===== src/sv/mst_pkg.sv =====
// Package for the Prim minimum spanning tree block: field widths, codes and
// the packed types used by the modules; the interfaces take the widths. No dependencies.
`default_nettype none
package mst_pkg;

  localparam int VIDX_W       = 4;
  localparam int WGT_W        = 16;
  localparam int CFG_W        = 5;
  localparam int VFIELD_LIMIT = 16;
  localparam int MIN_VERTICES = 2;
  localparam int MAX_TREE     = VFIELD_LIMIT - 1;
  localparam int TIDX_W       = 4;

  localparam logic OP_LOAD = 1'b0;
  localparam logic OP_RUN  = 1'b1;

  typedef struct packed {
    logic [VIDX_W-1:0] src;
    logic [VIDX_W-1:0] tgt;
    logic [WGT_W-1:0]  wgt;
  } entry_t;

  typedef struct packed {
    logic              operation;
    logic [VIDX_W-1:0] edge_source;
    logic [VIDX_W-1:0] edge_target;
    logic [WGT_W-1:0]  edge_weight;
  } item_t;

  typedef struct packed {
    logic [VIDX_W-1:0] tree_source;
    logic [VIDX_W-1:0] tree_target;
    logic [WGT_W-1:0]  tree_weight;
    logic              last;
    logic              error;
  } result_t;

endpackage
`default_nettype wire


===== src/sv/mst_if.sv =====
// Valid/ready channel interfaces for the edge input and the tree result.
// Depends on mst_pkg for the field widths.
`default_nettype none
interface mst_in_if;
  logic                      valid;
  logic                      ready;
  logic                      operation;
  logic [mst_pkg::VIDX_W-1:0] edge_source;
  logic [mst_pkg::VIDX_W-1:0] edge_target;
  logic [mst_pkg::WGT_W-1:0]  edge_weight;

  modport source(output valid, operation, edge_source, edge_target, edge_weight,
                 input ready);
  modport sink(input valid, operation, edge_source, edge_target, edge_weight,
               output ready);
endinterface

interface mst_out_if;
  logic                      valid;
  logic                      ready;
  logic [mst_pkg::VIDX_W-1:0] tree_source;
  logic [mst_pkg::VIDX_W-1:0] tree_target;
  logic [mst_pkg::WGT_W-1:0]  tree_weight;
  logic                      last;
  logic                      error;

  modport source(output valid, tree_source, tree_target, tree_weight, last, error,
                 input ready);
  modport sink(input valid, tree_source, tree_target, tree_weight, last, error,
               output ready);
endinterface
`default_nettype wire


===== src/sv/mst_edge_ram.sv =====
// Edge table memory: one write port, one read port with registered data.
// Depends on mst_pkg for the entry type.
`default_nettype none
module mst_edge_ram #(
  parameter int DEPTH = 64,
  parameter int AW    = 6
) (
  input  wire logic            clk,
  input  wire logic            we,
  input  wire logic [AW-1:0]   waddr,
  input  wire mst_pkg::entry_t wdata,
  input  wire logic            re,
  input  wire logic [AW-1:0]   raddr,
  output mst_pkg::entry_t      rdata
);

  mst_pkg::entry_t mem [DEPTH];

  always_ff @(posedge clk) begin
    if (we) begin
      mem[waddr] <= wdata;
    end
    if (re) begin
      rdata <= mem[raddr];
    end
  end

endmodule
`default_nettype wire


===== src/sv/mst_prim_core.sv =====
// Load and scan sequencer: appends edges to the table, runs Prim's selection
// one table pass per tree edge, buffers the chosen edges and hands them out.
// Depends on mst_pkg and drives the ports of mst_edge_ram.
`default_nettype none
module mst_prim_core #(
  parameter int MAX_EDGES = 64,
  parameter int AW        = 6,
  parameter int CW        = 7
) (
  input  wire logic                      clk,
  input  wire logic                      rst_n,
  input  wire logic                      in_fire,
  input  wire mst_pkg::item_t            item,
  input  wire logic [mst_pkg::CFG_W-1:0] n_eff,
  output logic                           busy,
  output logic                           ram_we,
  output logic [AW-1:0]                  ram_waddr,
  output mst_pkg::entry_t                ram_wdata,
  output logic                           ram_re,
  output logic [AW-1:0]                  ram_raddr,
  input  wire mst_pkg::entry_t           ram_rdata,
  output logic                           emit_valid,
  input  wire logic                      emit_ready,
  output mst_pkg::result_t               emit_data
);

  localparam logic [2:0] S_IDLE = 3'd0;
  localparam logic [2:0] S_SCAN = 3'd1;
  localparam logic [2:0] S_EMIT = 3'd2;
  localparam logic [2:0] S_ERR  = 3'd3;

  logic [2:0]                  state_r, state_nxt;
  logic [CW-1:0]               count_r, count_nxt;
  logic                        ovf_r, ovf_nxt;
  logic [CW-1:0]               cnt_r, cnt_nxt;
  logic [CW-1:0]               rd_idx_r, rd_idx_nxt;
  logic                        rd_vld_r, rd_vld_nxt;
  logic [mst_pkg::TIDX_W-1:0]  k_r, k_nxt;
  logic [mst_pkg::TIDX_W-1:0]  klast_r, klast_nxt;
  logic [mst_pkg::TIDX_W-1:0]  eidx_r, eidx_nxt;
  logic [mst_pkg::CFG_W-1:0]   n_r, n_nxt;
  logic [mst_pkg::VFIELD_LIMIT-1:0] mask_r, mask_nxt;
  logic                        found_r, found_nxt;
  mst_pkg::entry_t             best_r, best_nxt;
  mst_pkg::entry_t             chosen_r [mst_pkg::MAX_TREE];
  logic                        chosen_we;
  logic                        usable, cand_ok, better;
  logic [mst_pkg::CFG_W-1:0]   klast_full;

  assign usable = ({1'b0, ram_rdata.src} < n_r) && ({1'b0, ram_rdata.tgt} < n_r)
                  && (ram_rdata.src != ram_rdata.tgt);
  assign cand_ok = usable && ((k_r == '0) ||
                   (mask_r[ram_rdata.src] && !mask_r[ram_rdata.tgt]));
  assign better = !found_r || (ram_rdata.wgt < best_r.wgt);
  assign klast_full = n_eff - mst_pkg::CFG_W'(mst_pkg::MIN_VERTICES);

  assign busy      = (state_r != S_IDLE);
  assign ram_waddr = count_r[AW-1:0];
  assign ram_wdata = '{src: item.edge_source, tgt: item.edge_target, wgt: item.edge_weight};
  assign ram_raddr = rd_idx_r[AW-1:0];

  always_comb begin
    state_nxt  = state_r;
    count_nxt  = count_r;
    ovf_nxt    = ovf_r;
    cnt_nxt    = cnt_r;
    rd_idx_nxt = rd_idx_r;
    rd_vld_nxt = 1'b0;
    k_nxt      = k_r;
    klast_nxt  = klast_r;
    eidx_nxt   = eidx_r;
    n_nxt      = n_r;
    mask_nxt   = mask_r;
    found_nxt  = found_r;
    best_nxt   = best_r;
    chosen_we  = 1'b0;
    ram_we     = 1'b0;
    ram_re     = 1'b0;
    emit_valid = 1'b0;
    emit_data  = '0;
    case (state_r)
      S_IDLE: begin
        if (in_fire && item.operation == mst_pkg::OP_LOAD) begin
          if (count_r < CW'(MAX_EDGES)) begin
            ram_we    = 1'b1;
            count_nxt = count_r + 1'b1;
          end else begin
            ovf_nxt = 1'b1;
          end
        end else if (in_fire) begin
          n_nxt      = n_eff;
          klast_nxt  = klast_full[mst_pkg::TIDX_W-1:0];
          cnt_nxt    = count_r;
          count_nxt  = '0;
          ovf_nxt    = 1'b0;
          mask_nxt   = '0;
          rd_idx_nxt = '0;
          k_nxt      = '0;
          found_nxt  = 1'b0;
          state_nxt  = (ovf_r || count_r == '0) ? S_ERR : S_SCAN;
        end
      end
      S_SCAN: begin
        ram_re = (rd_idx_r < cnt_r);
        rd_vld_nxt = ram_re;
        if (ram_re) begin
          rd_idx_nxt = rd_idx_r + 1'b1;
        end
        if (rd_vld_r && cand_ok && better) begin
          best_nxt  = ram_rdata;
          found_nxt = 1'b1;
        end
        if (!ram_re && !rd_vld_r) begin
          if (!found_r) begin
            state_nxt = S_ERR;
          end else begin
            chosen_we = 1'b1;
            mask_nxt  = mask_r | (mst_pkg::VFIELD_LIMIT'(1) << best_r.src)
                               | (mst_pkg::VFIELD_LIMIT'(1) << best_r.tgt);
            if (k_r == klast_r) begin
              eidx_nxt  = '0;
              state_nxt = S_EMIT;
            end else begin
              k_nxt      = k_r + 1'b1;
              rd_idx_nxt = '0;
              found_nxt  = 1'b0;
            end
          end
        end
      end
      S_EMIT: begin
        emit_valid = 1'b1;
        emit_data  = '{tree_source: chosen_r[eidx_r].src, tree_target: chosen_r[eidx_r].tgt,
                       tree_weight: chosen_r[eidx_r].wgt, last: (eidx_r == klast_r),
                       error: 1'b0};
        if (emit_ready) begin
          if (eidx_r == klast_r) begin
            state_nxt = S_IDLE;
          end else begin
            eidx_nxt = eidx_r + 1'b1;
          end
        end
      end
      S_ERR: begin
        emit_valid = 1'b1;
        emit_data  = '{tree_source: '0, tree_target: '0, tree_weight: '0,
                       last: 1'b1, error: 1'b1};
        if (emit_ready) begin
          state_nxt = S_IDLE;
        end
      end
      default: begin
        state_nxt = S_IDLE;
      end
    endcase
  end

  always_ff @(posedge clk) begin
    if (!rst_n) begin
      state_r  <= S_IDLE;
      count_r  <= '0;
      ovf_r    <= 1'b0;
      rd_vld_r <= 1'b0;
      mask_r   <= '0;
    end else begin
      state_r  <= state_nxt;
      count_r  <= count_nxt;
      ovf_r    <= ovf_nxt;
      rd_vld_r <= rd_vld_nxt;
      mask_r   <= mask_nxt;
    end
  end

  always_ff @(posedge clk) begin
    cnt_r    <= cnt_nxt;
    rd_idx_r <= rd_idx_nxt;
    k_r      <= k_nxt;
    klast_r  <= klast_nxt;
    eidx_r   <= eidx_nxt;
    n_r      <= n_nxt;
    found_r  <= found_nxt;
    best_r   <= best_nxt;
    if (chosen_we) begin
      chosen_r[k_r] <= best_r;
    end
  end

endmodule
`default_nettype wire


===== src/sv/minimum_spanning_tree_prim.sv =====
// Top level of the Prim minimum spanning tree block: configuration register,
// result output register and the assembly of mst_prim_core and mst_edge_ram.
// Depends on mst_pkg and the channel interfaces in mst_if.sv.
`default_nettype none

// Edge loads are taken one beat per cycle, back to back, into the edge table
// memory. A run command reads the whole table once per tree edge through the
// memory's single read port, one entry per cycle. The first result beat
// passes through the emit state and the output register. Further result
// beats follow one per cycle as the output side takes them.
// A run on an empty or overflowed table skips the scan and shows its single
// error beat through the error state and the output register. No input beat
// is accepted while a run is in progress. A load into a full table is dropped
// and makes the next run report a single error beat.
module minimum_spanning_tree_prim #(
  parameter int MAX_VERTICES = 16,
  parameter int MAX_EDGES    = 64
) (
  input  wire logic                      clk,
  input  wire logic                      rst_n,
  input  wire logic                      cfg_we,
  input  wire logic [mst_pkg::CFG_W-1:0] cfg_wdata,
  mst_in_if.sink                         in_ch,
  mst_out_if.source                      out_ch
);

  localparam int AW   = (MAX_EDGES > 1) ? $clog2(MAX_EDGES) : 1;
  localparam int CW   = $clog2(MAX_EDGES + 1);
  localparam int VLIM = (MAX_VERTICES < mst_pkg::VFIELD_LIMIT) ? MAX_VERTICES
                                                               : mst_pkg::VFIELD_LIMIT;

  logic [mst_pkg::CFG_W-1:0] vcount_r, vcount_nxt;
  logic [mst_pkg::CFG_W-1:0] n_eff;
  logic                      busy, in_fire;
  mst_pkg::item_t            item;
  logic                      ram_we, ram_re;
  logic [AW-1:0]             ram_waddr, ram_raddr;
  mst_pkg::entry_t           ram_wdata, ram_rdata;
  logic                      emit_valid, emit_ready, emit_fire;
  mst_pkg::result_t          emit_data;
  logic                      out_valid_r, out_valid_nxt;
  mst_pkg::result_t          out_data_r;

  assign vcount_nxt = cfg_we ? cfg_wdata : vcount_r;
  assign n_eff = (vcount_r < mst_pkg::CFG_W'(mst_pkg::MIN_VERTICES))
                 ? mst_pkg::CFG_W'(mst_pkg::MIN_VERTICES)
                 : ((vcount_r > mst_pkg::CFG_W'(VLIM)) ? mst_pkg::CFG_W'(VLIM) : vcount_r);

  assign in_ch.ready = !busy;
  assign in_fire     = in_ch.valid && !busy;
  assign item = '{operation: in_ch.operation, edge_source: in_ch.edge_source,
                  edge_target: in_ch.edge_target, edge_weight: in_ch.edge_weight};

  assign emit_ready    = !out_valid_r || out_ch.ready;
  assign emit_fire     = emit_valid && emit_ready;
  assign out_valid_nxt = emit_fire || (out_valid_r && !out_ch.ready);

  always_ff @(posedge clk) begin
    if (!rst_n) begin
      vcount_r    <= mst_pkg::CFG_W'(mst_pkg::MIN_VERTICES);
      out_valid_r <= 1'b0;
    end else begin
      vcount_r    <= vcount_nxt;
      out_valid_r <= out_valid_nxt;
    end
  end

  always_ff @(posedge clk) begin
    if (emit_fire) begin
      out_data_r <= emit_data;
    end
  end

  assign out_ch.valid       = out_valid_r;
  assign out_ch.tree_source = out_data_r.tree_source;
  assign out_ch.tree_target = out_data_r.tree_target;
  assign out_ch.tree_weight = out_data_r.tree_weight;
  assign out_ch.last        = out_data_r.last;
  assign out_ch.error       = out_data_r.error;

  mst_edge_ram #(
    .DEPTH(MAX_EDGES),
    .AW   (AW)
  ) u_ram (
    .clk  (clk),
    .we   (ram_we),
    .waddr(ram_waddr),
    .wdata(ram_wdata),
    .re   (ram_re),
    .raddr(ram_raddr),
    .rdata(ram_rdata)
  );

  mst_prim_core #(
    .MAX_EDGES(MAX_EDGES),
    .AW       (AW),
    .CW       (CW)
  ) u_core (
    .clk       (clk),
    .rst_n     (rst_n),
    .in_fire   (in_fire),
    .item      (item),
    .n_eff     (n_eff),
    .busy      (busy),
    .ram_we    (ram_we),
    .ram_waddr (ram_waddr),
    .ram_wdata (ram_wdata),
    .ram_re    (ram_re),
    .ram_raddr (ram_raddr),
    .ram_rdata (ram_rdata),
    .emit_valid(emit_valid),
    .emit_ready(emit_ready),
    .emit_data (emit_data)
  );

  a_run_goes_busy: assert property (@(posedge clk) disable iff (!rst_n)
    (in_ch.valid && in_ch.ready && in_ch.operation == mst_pkg::OP_RUN) |=> !in_ch.ready)
    else $error("run beat accepted but block did not go busy");

  a_load_stays_ready: assert property (@(posedge clk) disable iff (!rst_n)
    (in_ch.valid && in_ch.ready && in_ch.operation == mst_pkg::OP_LOAD) |=> in_ch.ready)
    else $error("load beat stalled the input");

  a_error_is_last: assert property (@(posedge clk) disable iff (!rst_n)
    (out_ch.valid && out_ch.error) |-> (out_ch.last && out_ch.tree_weight == '0 &&
                                        out_ch.tree_source == '0 && out_ch.tree_target == '0))
    else $error("error beat is not a zero final beat");

  a_no_loop_edge: assert property (@(posedge clk) disable iff (!rst_n)
    (out_ch.valid && !out_ch.error) |-> (out_ch.tree_source != out_ch.tree_target))
    else $error("tree edge joins a vertex to itself");

endmodule
`default_nettype wire

===== src/flat_wrapper.sv =====
// flat-port wrapper written by rule: the top's interface ports become plain ports
module minimum_spanning_tree_prim_flat 
#(
  parameter int MAX_VERTICES = 16,
  parameter int MAX_EDGES    = 64
)
  (clk, rst_n, cfg_we, cfg_wdata, in_ch_valid, in_ch_operation, in_ch_edge_source, in_ch_edge_target, in_ch_edge_weight, in_ch_ready, out_ch_valid, out_ch_tree_source, out_ch_tree_target, out_ch_tree_weight, out_ch_last, out_ch_error, out_ch_ready);
  mst_in_if in_ch_i ();
  mst_out_if out_ch_i ();
  input  wire logic clk;
  input  wire logic rst_n;
  input  wire logic cfg_we;
  input  wire logic [mst_pkg::CFG_W-1:0] cfg_wdata;
  input wire logic [$bits(in_ch_i.valid)-1:0] in_ch_valid;
  input wire logic [$bits(in_ch_i.operation)-1:0] in_ch_operation;
  input wire logic [$bits(in_ch_i.edge_source)-1:0] in_ch_edge_source;
  input wire logic [$bits(in_ch_i.edge_target)-1:0] in_ch_edge_target;
  input wire logic [$bits(in_ch_i.edge_weight)-1:0] in_ch_edge_weight;
  output wire logic [$bits(in_ch_i.ready)-1:0] in_ch_ready;
  output wire logic [$bits(out_ch_i.valid)-1:0] out_ch_valid;
  output wire logic [$bits(out_ch_i.tree_source)-1:0] out_ch_tree_source;
  output wire logic [$bits(out_ch_i.tree_target)-1:0] out_ch_tree_target;
  output wire logic [$bits(out_ch_i.tree_weight)-1:0] out_ch_tree_weight;
  output wire logic [$bits(out_ch_i.last)-1:0] out_ch_last;
  output wire logic [$bits(out_ch_i.error)-1:0] out_ch_error;
  input wire logic [$bits(out_ch_i.ready)-1:0] out_ch_ready;
  assign in_ch_i.valid = in_ch_valid;
  assign in_ch_i.operation = in_ch_operation;
  assign in_ch_i.edge_source = in_ch_edge_source;
  assign in_ch_i.edge_target = in_ch_edge_target;
  assign in_ch_i.edge_weight = in_ch_edge_weight;
  assign in_ch_ready = in_ch_i.ready;
  assign out_ch_valid = out_ch_i.valid;
  assign out_ch_tree_source = out_ch_i.tree_source;
  assign out_ch_tree_target = out_ch_i.tree_target;
  assign out_ch_tree_weight = out_ch_i.tree_weight;
  assign out_ch_last = out_ch_i.last;
  assign out_ch_error = out_ch_i.error;
  assign out_ch_i.ready = out_ch_ready;
  minimum_spanning_tree_prim #(.MAX_VERTICES(MAX_VERTICES), .MAX_EDGES(MAX_EDGES)) u_core (.clk(clk), .rst_n(rst_n), .cfg_we(cfg_we), .cfg_wdata(cfg_wdata), .in_ch(in_ch_i), .out_ch(out_ch_i));
endmodule

===== config.mk =====
export PLATFORM = sky130hd
export DESIGN_NAME = minimum_spanning_tree_prim_flat
export DESIGN_NICKNAME = d
export VERILOG_FILES = /design/src/sv/mst_pkg.sv /design/src/sv/mst_if.sv /design/src/sv/mst_edge_ram.sv /design/src/sv/mst_prim_core.sv /design/src/sv/minimum_spanning_tree_prim.sv /design/src/flat_wrapper.sv
export SDC_FILE = /design/constraint.sdc
export NUM_CORES = 2
export LEC_CHECK = 0
export ABC_AREA = 1
export BUFFER_PORTS_ARGS = -buffer_cell sky130_fd_sc_hd__clkbuf_2
export CELL_PAD_IN_SITES_DETAIL_PLACEMENT = 1
export CELL_PAD_IN_SITES_GLOBAL_PLACEMENT = 1
export CORE_MARGIN = 10
export CORE_UTILIZATION = 29
export CTS_BUF_LIST = sky130_fd_sc_hd__clkbuf_8
export CTS_CLUSTER_DIAMETER = 40
export DETAILED_ROUTE_END_ITERATION = 8
export HOLD_SLACK_MARGIN = 0.12
export MAX_ROUTING_LAYER = met4
export PLACE_DENSITY_LB_ADDON = 0.15
export SLEW_MARGIN = 20
export SYNTH_ARGS = -nofsm -noshare
export SYNTH_HDL_FRONTEND = slang
export SYNTH_SLANG_ARGS = --single-unit
export TNS_END_PERCENT = 10

===== constraint.sdc =====
create_clock -name clk -period 4.5 [get_ports clk]
set_clock_uncertainty 0.2 [all_clocks]
set_input_delay 0.45 -clock clk [delete_from_list [all_inputs] [get_ports clk]]
set_output_delay 0.45 -clock clk [all_outputs]
set_load 0.01 [all_outputs]

# After elaboration in Yosys (flattened, before gate mapping)
# Memory sizes are Yosys's and may differ from the RTL's. A register that Yosys moved wholly into a read port is not among the register bits.
# Cells that the tools add are included.
dict set report op_classes {
  div 0
  add_sub_neg 5
  reduce_logical 40
  shift 2
  mul 0
  n_bitwise 4
  n_eq_ne 19
  magnitude_cmp 9
  n_mux 65
}
# operator n
set ops {}
lappend ops {{$mux W16} 4}
lappend ops {{$mux W7} 8}
lappend ops {{$pmux W26 S2} 1}
lappend ops {{$mux W4} 11}
lappend ops {{$or A16 B16 Y16} 2}
lappend ops {{$pmux W16 S2} 1}
lappend ops {{$shl A1 B4 Y16 const A} 2}
lappend ops {{$mux W3} 8}
lappend ops {{$mux W1} 22}
lappend ops {{$ne A2 B2 Y1 const B} 11}
lappend ops {{$lt A16 B16 Y1} 1}
lappend ops {{$pmux W4 S2} 2}
lappend ops {{$add A7 B1 Y7 const B} 2}
lappend ops {{$pmux W7 S2} 1}
lappend ops {{$pmux W3 S4} 1}
lappend ops {{$reduce_and A3 Y1} 4}
lappend ops {{$reduce_and A6 Y1} 2}
lappend ops {{$logic_and A1 B1 Y1} 11}
lappend ops {{$lt A4 B5 Y1} 2}
lappend ops {{$lt A4 B5 Y1 const B} 2}
lappend ops {{$mux W5} 2}
lappend ops {{$add A4 B1 Y4 const B} 2}
lappend ops {{$bmux W1 S4} 2}
lappend ops {{$eq A4 B4 Y1} 2}
lappend ops {{24 further kinds} 38}
dict set report totals {
  latchBits 0
  register_bits 116
  input_bits 35
  mem_count 2
  romBits 0
  ramBits 1896
}
# memory words width read_ports rd_ports_with_merged_regs write_ports line
set memory_table {}
lappend memory_table {u_core.u_ram.mem 64 24 1 1 1 mst_edge_ram.sv:17} ;# mst_pkg::entry_t mem [DEPTH];
lappend memory_table {u_core.u_core.chosen_r 15 24 1 1 1 mst_prim_core.sv:45} ;# mst_pkg::entry_t chosen_r [mst_pkg::MAX_TREE];

# Longest topological paths before layout
dict set report logic_depth {
  depth_word 13
  ltp_mapped 14
  depth_no_buf 12
}

# Modules after synthesis
# Synthesis repeated with hierarchy kept, for this count alone.
dict set report unflattened {
  hier_cells 7007
  hier_area_um2 83311.2
}
# mod area_each_um2 cells_per_inst instances
set by_module_without_submodules {}
lappend by_module_without_submodules {mst_edge_ram 62986.7 5230 1}
lappend by_module_without_submodules {mst_prim_core 19266.0 1708 1}
lappend by_module_without_submodules {minimum_spanning_tree_prim 1058.5 69 1}

# Least setup slack after synthesis
# Ideal clock, no wire load.
dict set report synth_path {
  path_type {register to register}
  start {register u_core.u_core.state_r[1]}
  end {memory u_core.u_ram.mem[10][0] in the netlist's numbering (enable)}
  setup_ps 466
  path_stages_with_launch 9
  path_slack_ps 213
  t_arrival_ps 3621
  path_cell_list {dfxtp_1 -> buf_2 -> nor2_1 -> nand2_1 -> nor2_1 -> inv_1 -> nor2_2 -> nand4_2 -> nor4_1}
}
dict set report synth_between {
  elab_chain_len 8
  word_cells_on_any_way 9
}
# item line
set synth_rtl {}
lappend synth_rtl {{start: declaration} mst_prim_core.sv:32} ;# logic [2:0] state_r, state_nxt;
lappend synth_rtl {{start signal: assignment} mst_prim_core.sv:166} ;# state_r <= state_nxt;
lappend synth_rtl {{$reduce_bool A3 Y1} mst_prim_core.sv:57} ;# assign busy = (state_r != S_IDLE);
lappend synth_rtl {{$logic_not A1 Y1} -}
lappend synth_rtl {{via in_ch_ready} flat_wrapper.sv:19} ;# output wire logic [$bits(in_ch_i.ready)-1:0] in_ch_ready;
lappend synth_rtl {{$logic_and A1 B1 Y1} minimum_spanning_tree_prim.sv:50} ;# assign in_fire = in_ch.valid && !busy;
lappend synth_rtl {{$logic_and A1 B1 Y1} mst_prim_core.sv:83} ;# if (in_fire && item.operation == mst_pkg::OP_LOAD) begin
lappend synth_rtl {{$mux W1} mst_prim_core.sv:83}
lappend synth_rtl {{$mux W1} mst_prim_core.sv:81} ;# case (state_r)
lappend synth_rtl {{$mux W1} mst_edge_ram.sv:20} ;# if (we) begin
lappend synth_rtl {{$mux W1 (implied by the code)} mst_edge_ram.sv:21} ;# mem[waddr] <= wdata;
lappend synth_rtl {{end: declaration} mst_edge_ram.sv:17}
# The timed path passes the listed nets, and every way through them passes these cells.

# Final worst setup path
dict set report layout_path {
  start {register u_core.out_valid_r, in the netlist u_core.out_ch.valid}
  end {register u_core.u_core.state_r[1]}
}
dict set report layout_between {
  elab_chain_len 4
  word_cells_on_any_way 5
}
# item line
set layout_rtl {}
lappend layout_rtl {{start: declaration} minimum_spanning_tree_prim.sv:41} ;# logic out_valid_r, out_valid_nxt;
lappend layout_rtl {{start signal: assignment} minimum_spanning_tree_prim.sv:64} ;# out_valid_r <= out_valid_nxt;
lappend layout_rtl {{$logic_not A1 Y1 *} minimum_spanning_tree_prim.sv:54} ;# assign emit_ready = !out_valid_r || out_ch.ready;
lappend layout_rtl {{$logic_or A1 B1 Y1 *} minimum_spanning_tree_prim.sv:54}
lappend layout_rtl {{$ne A2 B2 Y1 (no source line)} -}
lappend layout_rtl {{$reduce_and A7 Y1 (no source line) *} -}
# Every way passes the cells marked *; elsewhere a longest branch is shown, timed or not.
# A chain may end at the register's enable or synchronous reset.

==> impl_metrics.json <==
{
  "crit_path_end_kind": "register",
  "worstPathRequired_ns": 5.21,
  "rsz0062_at_grt": "false",
  "grt_max_degree": 166,
  "holdWs_ns": 0.1928,
  "max_cap_violations": 0,
  "ys.flop_type": "edfxtp_1",
  "cts_resized": 0,
  "worst-path-stages": 13,
  "relSlewSlack_pct": 17.26,
  "cts_setup_buffers": 0,
  "cts.sinks": 2038,
  "syn_area_um2": 81620,
  "crit_chain": "inv_1 > nor2_1 > a21oi_1 > dlygate4sd3_1 > and2_1 > dlygate4sd3_1 > nand3_1 > inv_1 > nand3_1 > nand2_1 > dlygate4sd3_1 > nor2_1 > dlygate4sd3_1",
  "synthTopCellsByArea": "edfxtp_1, nor2_1, o21ai_0",
  "cts_hold_buf": 50,
  "viasPerCell": 4.938,
  "antenna_found_initial": 14,
  "most-common-layout-cells": "edfxtp_1, nor2_1, o21ai_0, nand2_1, clkbuf_8",
  "cts_made_buffers": 407,
  "htreeDepth": 5,
  "synthCells": 6455,
  "grt_pass1_vias": 55742,
  "r2r-start": "u_core.out_ch.valid$_SDFF_PN0_",
  "drt_first_pass_iters": 5,
  "grt_usage_pct": 18.40,
  "die_h_um": 550.5,
  "yosys.area.top_type": "edfxtp_1",
  "maxSlewViolCount": 0,
  "max_freq_mhz": 247.2,
  "layout_commonest_cell": "edfxtp_1",
  "p_leak_nw": 31.96,
  "synth_nets": 6526,
  "netlist.area_leader.share_pct": 73.62,
  "syn_avg_cell_area_um2": 12.64,
  "crit_path_frequent_cell": "dlygate4sd3_1",
  "place_hpwl_um": 164900,
  "worst_pin_slew_ns": 1.228,
  "cp.arrival_ns": 4.76,
  "antenna_left": 0,
  "final_util_pct": 34.08,
  "hold_path_class": "primary input to register",
  "reg2regPathDepth": 13,
  "row_count": 194,
  "drive_above_1_share_pct": 12.92,
  "synthArstFlopShare_pct": 0,
  "path_clk_slew_ns": 0.06,
  "slowest_delay_ns": 0.58,
  "setup_tns_ns": 0,
  "final_area_um2": 95390,
  "wire_per_inst_um": 25.76,
  "yosys_warnings": 0,
  "root_buffer": "clkbuf_8",
  "finalWirelength_um": 279300,
  "route.vias.total": 53541,
  "r2r_end": "u_core.u_core.state_r[1]$_SDFFE_PN0P_",
  "ir_worst_vdd_mv": 0.6451,
  "hold_viol_final": 0,
  "slowest_stage": "dlygate4sd3_1",
  "start_util_pct": 29.16,
  "synth_cell_types": 44,
  "design.die.area_um2": 303100,
  "route.detailed.drc": 0,
  "clock_latency_ns": 1.02,
  "path_class": "register to register",
  "dpl_cell_area_um2": 87110,
  "critPathMaxFanout": 4,
  "synth_seq_cells": 2038,
  "status": "finished clean",
  "grt_overflow": 0,
  "area_delta_synth_final_pct": 16.87,
  "r2r_slack_ns": 0.45,
  "critPathLaunchType": "register",
  "synth_seq_area_share_pct": 74.53,
  "setup.worst_path.start": "u_core.out_ch.valid$_SDFF_PN0_",
  "finalSetupViolations": 0,
  "path_buf_inv": 6,
  "finalPower_w": 0.05849,
  "finalNetCount": 6865,
  "finalCriticalPeriod_ns": 4.045,
  "pin_count": 63,
  "crit_end": "u_core.u_core.state_r[1]$_SDFFE_PN0P_",
  "synth_edf_count": 2001,
  "core_area_um2": 279900,
  "cts_buffer_depth": 4,
  "powerDensity_nw_per_um2": 613.2,
  "drt_iter0_drc": 3881,
  "cts_tree": "yes",
  "io_buffers": 62,
  "grt_pass1_wl_um": 403400,
  "path_delay_family": "buffers and inverters",
  "finalCritPeriodShare_pct": 89.89,
  "chipWidth_um": 550.5,
  "gp_congestion": 0.8049
}
[cell type report]
| type | count | area (um2) |
|---|---|---|
| diodes | 5 | 12.51 |
| clock buffers | 423 | 5822 |
| clock inverters | 305 | 1932 |
| fillers | 29932 | 184500 |
| inverters | 170 | 663.1 |
| multi-input cells | 3835 | 18520 |
| flip-flops and latches | 2038 | 60840 |
| well taps | 3724 | 4659 |
| repair buffers | 342 | 2945 |
[registers in the layout (all words and copies together) (netlist names), 5 cells and up, named ones only]
register	flops
u_core.u_core.count_r	7
u_core.vcount_r	5
u_core.u_core.mask_r	16
u_core.u_core.chosen_r	360
u_core.u_core.best_r	24
u_core.u_core.rd_idx_r	7
u_core.u_ram.mem	1536
u_core.u_core.cnt_r	7
u_core.out_ch.tree_weight	16
u_core.u_ram.rdata	24
[Yosys cell counts (24+ instances only)]
master	count
nor3_1	38
dfxtp_1	37
buf_4	42
nand3_1	308
buf_6	24
o22ai_1	185
a21oi_1	175
nor2_1	1151
clkbuf_1	231
nand2_1	760
o21ai_1	97
o21ai_0	775
ha_1	36
nand4_1	25
o221ai_1	29
buf_2	97
o211ai_1	165
edfxtp_1	2001
inv_1	157
[routing by layer]
metal | GRT usage [%] | share of wire (%) | up-vias | wire length (um)
li1 | - | - | 24277 | -
met1 | 24.09 | 45 | 27657 | 126400
met2 | 30.12 | 48 | 1165 | 134300
met3 | 2.297 | 3.9 | 442 | 10830
met4 | 5.276 | 2.8 | 0 | 7808
met5 | - | 0 | - | 0
[power breakdown]
part,switching [W],internal (W)
Clock,0.00830,0.00993
Combinational,0.0134,0.00477
Sequential,0.000630,0.0214
Total,0.0224,0.0361
[stage by stage]
stage	cells	setup slack [ns]
finish	10842	0.4549
global route	10839	0.2845
CTS	10836	0.5425
detailed placement	10058	0.7333
global placement	10058	0.7486
floorplan	6455	0.2128
[worst min-delay path by stage]
| stage | start | to | slack [ns] | cells past startpoint |
|---|---|---|---|---|
| floorplan | u_core.u_core.count_r[2]$_SDFFE_PN0P_ | u_core.u_core.cnt_r[2]$_DFFE_PP_ | 0.21 | 0 |
| global placement | u_core.u_core.ovf_r$_SDFFE_PN0P_ | u_core.u_core.ovf_r$_SDFFE_PN0P_ | 0.25 | 2 |
| detailed placement | u_core.u_core.ovf_r$_SDFFE_PN0P_ | u_core.u_core.ovf_r$_SDFFE_PN0P_ | 0.26 | 2 |
| CTS | in_ch_edge_weight[4] | u_core.u_ram.mem[17][4]$_DFFE_PP_ | 0.13 | 1 |
| global route | in_ch_edge_weight[4] | u_core.u_ram.mem[62][4]$_DFFE_PP_ | 0.16 | 1 |
| finish | in_ch_edge_weight[4] | u_core.u_ram.mem[62][4]$_DFFE_PP_ | 0.19 | 1 |
[kinds of logic after synthesis]
logic type	Yosys count	share of synthesized area (%)
and+or+nand+nor	2302	11.29
AOI/OAI and AO/OA	1479	10.15
adders and majority gates	36	0.5519
xor gates and xnor gates	14	0.1502
DFF	2038	74.53
muxes	4	0.04906
buffers and inverters	582	3.281
Power figures use the tool's default switching activity.
